### config.mk
export PLATFORM = sky130hd
export DESIGN_NAME = positional_linked_list_engine_core
export DESIGN_NICKNAME = d
export VERILOG_FILES = /design/src/rtl/plle_pkg.sv /design/src/rtl/plle_ram.sv /design/src/rtl/plle_ctrl.sv /design/src/rtl/plle_dp.sv /design/src/rtl/positional_linked_list_engine_core.sv
export SDC_FILE = /design/constraint.sdc
export NUM_CORES = 2
export LEC_CHECK = 0
export BUFFER_PORTS_ARGS = -buffer_cell sky130_fd_sc_hd__buf_2
export CAP_MARGIN = 20
export CORE_ASPECT_RATIO = 1.2
export CORE_UTILIZATION = 39
export DETAILED_ROUTE_END_ITERATION = 8
export HOLD_SLACK_MARGIN = 0.1
export RECOVER_POWER = 100
export SETUP_SLACK_MARGIN = 0.1
export SLEW_MARGIN = 15
export SYNTH_ARGS = -nofsm -noshare
export SYNTH_HDL_FRONTEND = slang
export SYNTH_SLANG_ARGS = --single-unit
### constraint.sdc
create_clock -name clk -period 11 [get_ports clk]
set_clock_uncertainty 0.05 [all_clocks]
set_input_delay 2.2 -clock clk [delete_from_list [all_inputs] [get_ports clk]]
set_output_delay 2.2 -clock clk [all_outputs]
set_load 0.02 [all_outputs]
### src/rtl/plle_pkg.sv
// Shared types, constants and helpers for the positional linked-list engine.
// No dependencies.
`default_nettype none

package plle_pkg;

	localparam int CAPACITY   = 64;
	localparam int VALUE_BITS = 32;
	localparam int IDX_W      = $clog2(CAPACITY);
	localparam int CNT_W      = $clog2(CAPACITY + 1);
	localparam int CMD_W      = 3;
	localparam int POS_W      = 7;
	localparam int STS_W      = 2;
	localparam int CMP_W      = (POS_W > CNT_W) ? POS_W : CNT_W;

	typedef enum logic [CMD_W-1:0] {
		CMD_GET    = 3'd0,
		CMD_INSERT = 3'd1,
		CMD_DELETE = 3'd2,
		CMD_PUSH   = 3'd3,
		CMD_APPEND = 3'd4,
		CMD_CLEAR  = 3'd5
	} plle_cmd_t;

	typedef enum logic [STS_W-1:0] {
		ST_OK    = 2'd0,
		ST_RANGE = 2'd1,
		ST_FULL  = 2'd2
	} plle_status_t;

	typedef struct packed {
		logic [CMD_W-1:0]             command;
		logic [POS_W-1:0]             position;
		logic signed [VALUE_BITS-1:0] value;
	} plle_req_t;

	typedef struct packed {
		logic [STS_W-1:0]             status;
		logic signed [VALUE_BITS-1:0] data;
		logic [CNT_W-1:0]             count;
	} plle_rsp_t;

	// controller -> datapath step strobes
	typedef struct packed {
		logic latch;
		logic check;
		logic clear;
		logic take;
		logic taken;
		logic wstart;
		logic walk;
		logic wdone;
		logic dhead;
		logic dnext;
		logic dfree;
		logic ilink;
		logic lnew;
		logic app;
	} plle_ctl_t;

	// datapath -> controller status
	typedef struct packed {
		logic is_get;
		logic is_ins;
		logic is_del;
		logic is_push;
		logic is_app;
		logic is_clr;
		logic err;
		logic pos_one;
		logic walk_zero;
		logic walk_last;
	} plle_sts_t;

	// free chain successor of a node after reset or clear
	function automatic logic [IDX_W-1:0] next_idx(input logic [IDX_W-1:0] a);
		next_idx = (a == IDX_W'(CAPACITY - 1)) ? '0 : a + IDX_W'(1);
	endfunction

endpackage

`default_nettype wire

### src/rtl/plle_ram.sv
// Generic single-write, single-read RAM with registered read data.
// No dependencies.
`default_nettype none

module plle_ram #(
	parameter int WIDTH = 8,
	parameter int DEPTH = 16
) (
	input  wire logic                     clk,
	input  wire logic                     we,
	input  wire logic [$clog2(DEPTH)-1:0] waddr,
	input  wire logic [WIDTH-1:0]         wdata,
	input  wire logic                     re,
	input  wire logic [$clog2(DEPTH)-1:0] raddr,
	output      logic [WIDTH-1:0]         rdata
);

	logic [WIDTH-1:0] mem_q [DEPTH];

	always_ff @(posedge clk) begin
		if (we) begin
			mem_q[waddr] <= wdata;
		end
	end

	always_ff @(posedge clk) begin
		if (re) begin
			rdata <= mem_q[raddr];
		end
	end

endmodule

`default_nettype wire

### src/rtl/plle_ctrl.sv
// Command sequencer for the positional linked-list engine.
// Depends on plle_pkg.
`default_nettype none

module plle_ctrl
	import plle_pkg::*;
(
	input  wire logic      clk,
	input  wire logic      arst_n,
	input  wire logic      start,
	input  wire plle_sts_t sts,
	output      plle_ctl_t ctl,
	output      logic      busy,
	output      logic      done
);

	typedef enum logic [13:0] {
		S_IDLE   = 14'h0001,
		S_CHECK  = 14'h0002,
		S_TAKE   = 14'h0004,
		S_TAKEN  = 14'h0008,
		S_WSTART = 14'h0010,
		S_WALK   = 14'h0020,
		S_WDONE  = 14'h0040,
		S_ILINK  = 14'h0080,
		S_DHEAD  = 14'h0100,
		S_DNEXT  = 14'h0200,
		S_DFREE  = 14'h0400,
		S_LNEW   = 14'h0800,
		S_APP    = 14'h1000,
		S_RESP   = 14'h2000
	} state_t;

	state_t state_q, state_d;

	always_ff @(posedge clk or negedge arst_n) begin
		if (!arst_n) begin
			state_q <= S_IDLE;
		end else begin
			state_q <= state_d;
		end
	end

	always_comb begin
		state_d = state_q;
		ctl     = '0;
		case (state_q)
			S_IDLE: begin
				if (start) begin
					ctl.latch = 1'b1;
					state_d   = S_CHECK;
				end
			end
			S_CHECK: begin
				ctl.check = 1'b1;
				if (sts.err) begin
					state_d = S_RESP;
				end else if (sts.is_clr) begin
					ctl.clear = 1'b1;
					state_d   = S_RESP;
				end else if (sts.is_get) begin
					state_d = S_WSTART;
				end else if (sts.is_del) begin
					state_d = sts.pos_one ? S_DHEAD : S_WSTART;
				end else if (sts.is_ins || sts.is_push || sts.is_app) begin
					state_d = S_TAKE;
				end else begin
					state_d = S_RESP;
				end
			end
			S_TAKE: begin
				ctl.take = 1'b1;
				state_d  = S_TAKEN;
			end
			S_TAKEN: begin
				ctl.taken = 1'b1;
				if (sts.is_ins && !sts.pos_one) begin
					state_d = S_WSTART;
				end else if (sts.is_ins || sts.is_push) begin
					state_d = S_LNEW;
				end else begin
					state_d = S_APP;
				end
			end
			S_WSTART: begin
				ctl.wstart = 1'b1;
				state_d    = sts.walk_zero ? S_WDONE : S_WALK;
			end
			S_WALK: begin
				ctl.walk = 1'b1;
				if (sts.walk_last) begin
					state_d = S_WDONE;
				end
			end
			S_WDONE: begin
				ctl.wdone = 1'b1;
				if (sts.is_ins) begin
					state_d = S_ILINK;
				end else if (sts.is_del) begin
					state_d = S_DNEXT;
				end else begin
					state_d = S_RESP;
				end
			end
			S_ILINK: begin
				ctl.ilink = 1'b1;
				state_d   = S_RESP;
			end
			S_DHEAD: begin
				ctl.dhead = 1'b1;
				state_d   = S_DNEXT;
			end
			S_DNEXT: begin
				ctl.dnext = 1'b1;
				state_d   = S_DFREE;
			end
			S_DFREE: begin
				ctl.dfree = 1'b1;
				state_d   = S_RESP;
			end
			S_LNEW: begin
				ctl.lnew = 1'b1;
				state_d  = S_RESP;
			end
			S_APP: begin
				ctl.app = 1'b1;
				state_d = S_RESP;
			end
			S_RESP: begin
				state_d = S_IDLE;
			end
			default: begin
				state_d = S_IDLE;
			end
		endcase
	end

	assign busy = (state_q != S_IDLE);
	assign done = (state_q == S_RESP);

endmodule

`default_nettype wire

### src/rtl/plle_dp.sv
// Datapath of the positional linked-list engine: list pointers, link and
// value stores, walker and result registers. Depends on plle_pkg, plle_ram.
`default_nettype none

module plle_dp
	import plle_pkg::*;
(
	input  wire logic      clk,
	input  wire logic      arst_n,
	input  wire plle_req_t request,
	input  wire plle_ctl_t ctl,
	output      plle_sts_t sts,
	output      plle_rsp_t result
);

	// latched transaction
	logic [CMD_W-1:0]             cmd_q;
	logic [POS_W-1:0]             pos_q;
	logic signed [VALUE_BITS-1:0] val_q;

	// list state
	logic [IDX_W-1:0] head_q, tail_q, free_q;
	logic [CNT_W-1:0] count_q;
	logic [CAPACITY-1:0] lvalid_q;   // link entry written since last clear

	// walker / scratch
	logic [IDX_W-1:0] cur_q;         // walk position, later the predecessor
	logic [IDX_W-1:0] node_q;        // taken or removed node
	logic [IDX_W-1:0] steps_q;

	// result
	logic [STS_W-1:0]             status_q;
	logic signed [VALUE_BITS-1:0] data_q;

	// link read tracking
	logic [IDX_W-1:0] rd_addr_s1;
	logic             rd_vld_s1;

	logic                  l_we, l_re;
	logic [IDX_W-1:0]      l_waddr, l_wdata, l_raddr, l_rdata;
	logic                  v_we;
	logic [VALUE_BITS-1:0] v_rdata;
	logic [IDX_W-1:0]      link_eff;

	logic                  need_pos, need_node, range_bad, full;
	logic                  count_zero, count_one, pos_is_count;
	logic [CMP_W-1:0]      pos_w, cnt_w;
	logic [POS_W-1:0]      steps_full;
	logic [IDX_W-1:0]      steps_init;
	plle_status_t          st_calc;

	// ---- decode ----
	assign sts.is_get  = (cmd_q == CMD_GET);
	assign sts.is_ins  = (cmd_q == CMD_INSERT);
	assign sts.is_del  = (cmd_q == CMD_DELETE);
	assign sts.is_push = (cmd_q == CMD_PUSH);
	assign sts.is_app  = (cmd_q == CMD_APPEND);
	assign sts.is_clr  = (cmd_q == CMD_CLEAR);

	assign pos_w        = CMP_W'(pos_q);
	assign cnt_w        = CMP_W'(count_q);
	assign need_pos     = sts.is_get || sts.is_ins || sts.is_del;
	assign need_node    = sts.is_ins || sts.is_push || sts.is_app;
	assign range_bad    = (pos_q == '0) || (pos_w > cnt_w);
	assign full         = (count_q >= CNT_W'(CAPACITY));
	assign count_zero   = (count_q == '0);
	assign count_one    = (count_q == CNT_W'(1));
	assign pos_is_count = (pos_w == cnt_w);

	always_comb begin
		if (need_pos && range_bad) begin
			st_calc = ST_RANGE;
		end else if (need_node && full) begin
			st_calc = ST_FULL;
		end else begin
			st_calc = ST_OK;
		end
	end

	// get walks to pos, insert/delete walk to pos-1
	assign steps_full = pos_q - (sts.is_get ? POS_W'(1) : POS_W'(2));
	assign steps_init = IDX_W'(steps_full);

	assign sts.err       = (st_calc != ST_OK);
	assign sts.pos_one   = (pos_q == POS_W'(1));
	assign sts.walk_zero = (steps_init == '0);
	assign sts.walk_last = (steps_q == IDX_W'(1));

	// unwritten link entries read as the reset free chain
	assign link_eff = rd_vld_s1 ? l_rdata : next_idx(rd_addr_s1);

	// ---- link / value store ports ----
	assign l_re = ctl.take || ctl.wstart || ctl.walk || ctl.dhead ||
		(ctl.wdone && sts.is_del);

	always_comb begin
		if (ctl.take) begin
			l_raddr = free_q;
		end else if (ctl.wstart || ctl.dhead) begin
			l_raddr = head_q;
		end else begin
			l_raddr = link_eff;
		end
	end

	always_comb begin
		l_we    = 1'b0;
		l_waddr = node_q;
		l_wdata = '0;
		if (ctl.wdone && sts.is_ins) begin
			l_we    = 1'b1;
			l_wdata = link_eff;
		end else if (ctl.ilink) begin
			l_we    = 1'b1;
			l_waddr = cur_q;
			l_wdata = node_q;
		end else if (ctl.dnext && !sts.pos_one) begin
			l_we    = 1'b1;
			l_waddr = cur_q;
			l_wdata = link_eff;
		end else if (ctl.dfree) begin
			l_we    = 1'b1;
			l_wdata = free_q;
		end else if (ctl.lnew) begin
			l_we    = 1'b1;
			l_wdata = head_q;
		end else if (ctl.app && !count_zero) begin
			l_we    = 1'b1;
			l_waddr = tail_q;
			l_wdata = node_q;
		end
	end

	assign v_we = ctl.take;

	plle_ram #(
		.WIDTH(IDX_W),
		.DEPTH(CAPACITY)
	) u_link_ram (
		.clk   (clk),
		.we    (l_we),
		.waddr (l_waddr),
		.wdata (l_wdata),
		.re    (l_re),
		.raddr (l_raddr),
		.rdata (l_rdata)
	);

	plle_ram #(
		.WIDTH(VALUE_BITS),
		.DEPTH(CAPACITY)
	) u_value_ram (
		.clk   (clk),
		.we    (v_we),
		.waddr (free_q),
		.wdata (val_q),
		.re    (l_re),
		.raddr (l_raddr),
		.rdata (v_rdata)
	);

	// ---- control registers ----
	always_ff @(posedge clk or negedge arst_n) begin
		if (!arst_n) begin
			head_q   <= '0;
			tail_q   <= '0;
			free_q   <= '0;
			count_q  <= '0;
			lvalid_q <= '0;
		end else begin
			if (ctl.clear) begin
				head_q   <= '0;
				tail_q   <= '0;
				free_q   <= '0;
				count_q  <= '0;
				lvalid_q <= '0;
			end else begin
				if (l_we) begin
					lvalid_q[l_waddr] <= 1'b1;
				end
				if (ctl.taken) begin
					free_q <= link_eff;
				end
				if (ctl.ilink) begin
					count_q <= count_q + CNT_W'(1);
				end
				if (ctl.dnext) begin
					if (sts.pos_one) begin
						head_q <= link_eff;
					end
					if (pos_is_count) begin
						tail_q <= cur_q;
					end
				end
				if (ctl.dfree) begin
					free_q  <= node_q;
					count_q <= count_q - CNT_W'(1);
					if (count_one) begin
						head_q <= '0;
						tail_q <= '0;
					end
				end
				if (ctl.lnew) begin
					head_q  <= node_q;
					count_q <= count_q + CNT_W'(1);
					if (sts.is_push && count_zero) begin
						tail_q <= node_q;
					end
				end
				if (ctl.app) begin
					if (count_zero) begin
						head_q <= node_q;
					end
					tail_q  <= node_q;
					count_q <= count_q + CNT_W'(1);
				end
			end
		end
	end

	// ---- payload registers ----
	always_ff @(posedge clk) begin
		if (ctl.latch) begin
			cmd_q <= request.command;
			pos_q <= request.position;
			val_q <= request.value;
		end
		if (l_re) begin
			rd_addr_s1 <= l_raddr;
			rd_vld_s1  <= lvalid_q[l_raddr];
		end
		if (ctl.check) begin
			status_q <= st_calc;
			data_q   <= '0;
		end
		if (ctl.take) begin
			node_q <= free_q;
		end
		if (ctl.wstart) begin
			cur_q   <= head_q;
			steps_q <= steps_init;
		end
		if (ctl.walk) begin
			cur_q   <= link_eff;
			steps_q <= steps_q - IDX_W'(1);
		end
		if (ctl.wdone) begin
			if (sts.is_get) begin
				data_q <= v_rdata;
			end
			if (sts.is_del) begin
				node_q <= link_eff;
			end
		end
		if (ctl.dhead) begin
			node_q <= head_q;
			cur_q  <= '0;
		end
		if (ctl.dnext) begin
			data_q <= v_rdata;
		end
	end

	assign result.status = status_q;
	assign result.data   = data_q;
	assign result.count  = count_q;

endmodule

`default_nettype wire

### src/rtl/positional_linked_list_engine_core.sv
// Top level of the positional linked-list engine: sequencer plus datapath.
// Depends on plle_pkg, plle_ctrl, plle_dp (and plle_ram through plle_dp).
//
// Channel   Ports                 Handshake                 Payload
// command   start, busy, request  start && !busy at clk     plle_req_t
// result    done, result          done, one cycle, no stall plle_rsp_t
//
// Steps: each transaction has a common setup (accept, check, response)
// plus work that depends on the command. Get walks pos-1 links, insert and
// delete beyond the head walk pos-2 links, one link per cycle out of the
// link RAM's registered read port. A delete at the tail of a full list, or an
// insert just before the tail of a 63-entry list, makes the longest transaction.
// Push, append, clear and errors walk no links.
// Reset: head, tail, free pointer and count go to zero and every link entry
// reads as the chained free list; clear does the same.
// Stalls: busy is high from the accepting edge through the done cycle and
// low in the cycle after; the receiver takes done/result in that one cycle
// and cannot hold it off.
`default_nettype none

module positional_linked_list_engine_core
	import plle_pkg::*;
(
	input  wire logic      clk,
	input  wire logic      arst_n,
	input  wire logic      start,
	input  wire plle_req_t request,
	output      logic      busy,
	output      logic      done,
	output      plle_rsp_t result
);

	plle_ctl_t ctl;   // step strobes driven by the sequencer states
	plle_sts_t sts;   // decoded command and walk status

	// Sequencer: one-hot FSM, walks the command through its memory steps.
	plle_ctrl u_ctrl (
		.clk    (clk),
		.arst_n (arst_n),
		.start  (start),
		.sts    (sts),
		.ctl    (ctl),
		.busy   (busy),
		.done   (done)
	);

	// Datapath: node stores, list pointers, walker and result registers.
	plle_dp u_dp (
		.clk     (clk),
		.arst_n  (arst_n),
		.request (request),
		.ctl     (ctl),
		.sts     (sts),
		.result  (result)
	);

endmodule

`default_nettype wire

==> results.json <==
{
  "dr.pass1.iters": 8,
  "yosys.area.top_type": "edfxtp_1",
  "design_area_sq_um": 120000,
  "async_reset_ff_frac": 0.0385,
  "drv_cap": 145,
  "ys_top_cells_by_area": "edfxtp_1 71%, nand2_1 5.8%, mux2i_1 4.2%",
  "finalWorstSetupSlack_ps": 2180,
  "powerDensity_nw_per_um2": 189,
  "start_kind": "flip-flop",
  "gp_congestion": 0.871,
  "hold_viol": 0,
  "power_leakage_nw": 41.0,
  "hold_buffers": 0,
  "num_vias": 68000,
  "avgSynthCellArea_sq_um": 13.9,
  "ys_seq_area_frac": 0.739,
  "crit_type": "reg2reg",
  "finalMaxSlewViolations": 4988,
  "min_path_type": "reg2reg",
  "finalCritPeriodShare": 0.802,
  "grt_pass1_vias": 65200,
  "layout.cells.most_common": "edfxtp_1",
  "layout_common_cells": "2527 x edfxtp_1, 1648 x nand2_1, 594 x nand3_1, 447 x mux2i_1, 301 x a211oi_1",
  "num_rows": 210,
  "cts_tree": "built",
  "area_growth_pct": 11.6,
  "pre_cts_slack_ps": 4020,
  "antenna_found_initial": 20,
  "grt_usage": 0.236,
  "syn_area_sq_um": 107000,
  "setup_viol": 0,
  "synth_warnings": 0,
  "place_area_sq_um": 112000,
  "violations": "capacitance limit, slew limit",
  "max_freq_mhz": 113,
  "wl_met3_microns": 29200,
  "numCtsBuffers": 267,
  "yosys.area_share.simple": 0.120,
  "cts.repair.resized": 0,
  "die_area_sq_um": 277000,
  "grt_max_degree": 177,
  "tns_ps": 0,
  "fin_crit_ps": 8820,
  "worstPathRequired_ps": 11510,
  "clockBufferDepth": 4,
  "die_h_microns": 577,
  "synth_compound_area_frac": 0.0721,
  "synth_nets": 7772,
  "yosys_register_bits": 2674,
  "postRouteAntennaNets": 0,
  "die_w_microns": 481,
  "wl_met1_microns": 129000,
  "drc": 0,
  "synth_mux_area_frac": 0.0420,
  "synth_edf_count": 2527,
  "maxSlewHeadroom": -1.78,
  "vias_per_cell": 5.88,
  "postSynthCellCount": 7711,
  "cts_sinks": 2674,
  "clkSlewWorstSetupHoldPaths_ps": 70,
  "clk_latency_ps": 860,
  "core_area_sq_um": 273000,
  "ioPinCount": 88,
  "start_util": 0.393,
  "worstPathArrival_ps": 9340,
  "drive_gt1_frac": 0.0696,
  "synth_cell_types": 81,
  "drt_iter0_markers": 8699,
  "synth_fa_ha_area_frac": 0.00193,
  "crit_fanout": 47,
  "wl_per_cell_microns": 29.0,
  "synthXorXnorAreaFrac": 0.00171,
  "cts_root_buffer": "clkbuf_16",
  "grt_pass1_wl_microns": 473000,
  "h-tree-depth": 5,
  "nNetsFinal": 7820,
  "critPathMaxStageDelay_ps": 2240,
  "dr_wl_met2_microns": 161000,
  "finalPower_mw": 22.6,
  "synth_top_family_by_area": "simple AND/OR/NAND/NOR gates",
  "synth_flop_cell": "edfxtp_1",
  "synth_top_area_frac": 0.707,
  "cp-end-kind": "flip-flop",
  "grt-ovfl-total": 0,
  "rsz0062_at_grt": "no",
  "port_buffers": 87,
  "cpMaxStageDelayCell": "clkbuf_1",
  "status": "finished with violations",
  "postCtsSetupBuffers": 0,
  "topRoutingLayerUsed": "met5",
  "fillers": 24400,
  "cp_cell_sequence": "nor4_1 -> nand4_1 -> clkinv_1 -> a21oi_1 -> o21ai_0 -> nand2_2 -> inv_4 -> clkbuf_1 -> nor2_2 -> a32oi_1 -> nand3_1 -> a22o_1",
  "hpwlAfterDp_microns": 188000,
  "worst_pin_slew_ps": 4180,
  "hold_ws_ps": 399,
  "vdd_drop_max_uv": 133,
  "routed_wl_microns": 335000
}
==> synth_stat cells, types with 102 or more instances <==
master / number
a31oi_1: 206
dfrtp_1: 102
mux2i_1: 447
a21oi_1: 170
edfxtp_1: 2527
buf_2: 284
nor2_1: 232
and3_1: 232
nand3_1: 598
nand2_1: 1645
clkbuf_1: 152
a211oi_1: 301
==> flip-flops by register name (all words and copies together) (netlist names), 14 cells and up <==
register,cells
u_dp.u_value_ram.rdata,32
u_dp.val_q,32
u_dp.data_q,32
u_ctrl.state_q,14
u_dp.u_value_ram.mem_q,2048
u_dp.lvalid_q,64
u_dp.u_link_ram.mem_q,384
==> final timing paths <==
check,from,to,slack [ps],cells after the start
worst max-delay path,u_ctrl.state_q[10],u_dp.u_value_ram.rdata[31],2180,12
worst min-delay path,u_dp.data_q[29],u_dp.data_q[29],400,2
worst max register to register,u_ctrl.state_q[10],u_dp.u_value_ram.rdata[31],2180,12
worst min register to register,u_dp.data_q[29],u_dp.data_q[29],400,2
max in group asynchronous,arst_n,u_dp.lvalid_q[20],4390,2
min in group asynchronous,arst_n,u_ctrl.state_q[2],2200,1
==> per-layer routing <==
metal / track usage / vias to the layer above
li1: - / 29300
met1: 0.308 / 34600
met2: 0.388 / 3422
met3: 0.0376 / 706
met4: 0.102 / 16
met5: 0 / -
==> power by group <==
part	switching (mW)	total, mW	internal [mW]	leakage [nW]
registers	0.0751	11.8	11.7	25.1
clock network	3.86	8.97	5.11	4.08
logic	1.47	1.86	0.387	11.8
total	5.41	22.6	17.2	41.0
==> per-stage QoR <==
stage	instances	util
after floorplan	7711	-
after detailed placement	11100	0.411
final	11600	0.439
after global routing	11600	0.438
after global placement	11100	0.411
after CTS	11600	0.442
==> critical path, delay by kind of cell (launching register included) <==
kind | cells | cell delay (ps)
AND/OR/NAND/NOR | 5 | 3490
AO/OA/AOI/OAI | 4 | 1330
flip-flops | 1 | 480
buffers and inverters | 3 | 3100
==> cell type report <==
type | instances | area (sq um) | share of cell area
clock inverter | 136 | 1240 | 0.0104
inverter | 26 | 123 | 0.00102
clock buffer | 335 | 7170 | 0.0598
timing repair buffer | 286 | 1590 | 0.0133
sequential | 2674 | 79300 | 0.662
multi-input combinational | 4504 | 25800 | 0.216
tap | 3604 | 4510 | 0.0376
antenna | 9 | 22.5 | 0.000188
==> kinds of logic after synthesis <==
group,after synthesis
buffers and inverters,533
multiplexers,450
AND/OR/NAND/NOR,2905
adder cells (fa/ha/maj),16
flip-flops,2674
XOR/XNOR,21
AO/OA/AOI/OAI,1112
(Power assumes the default switching activity.)
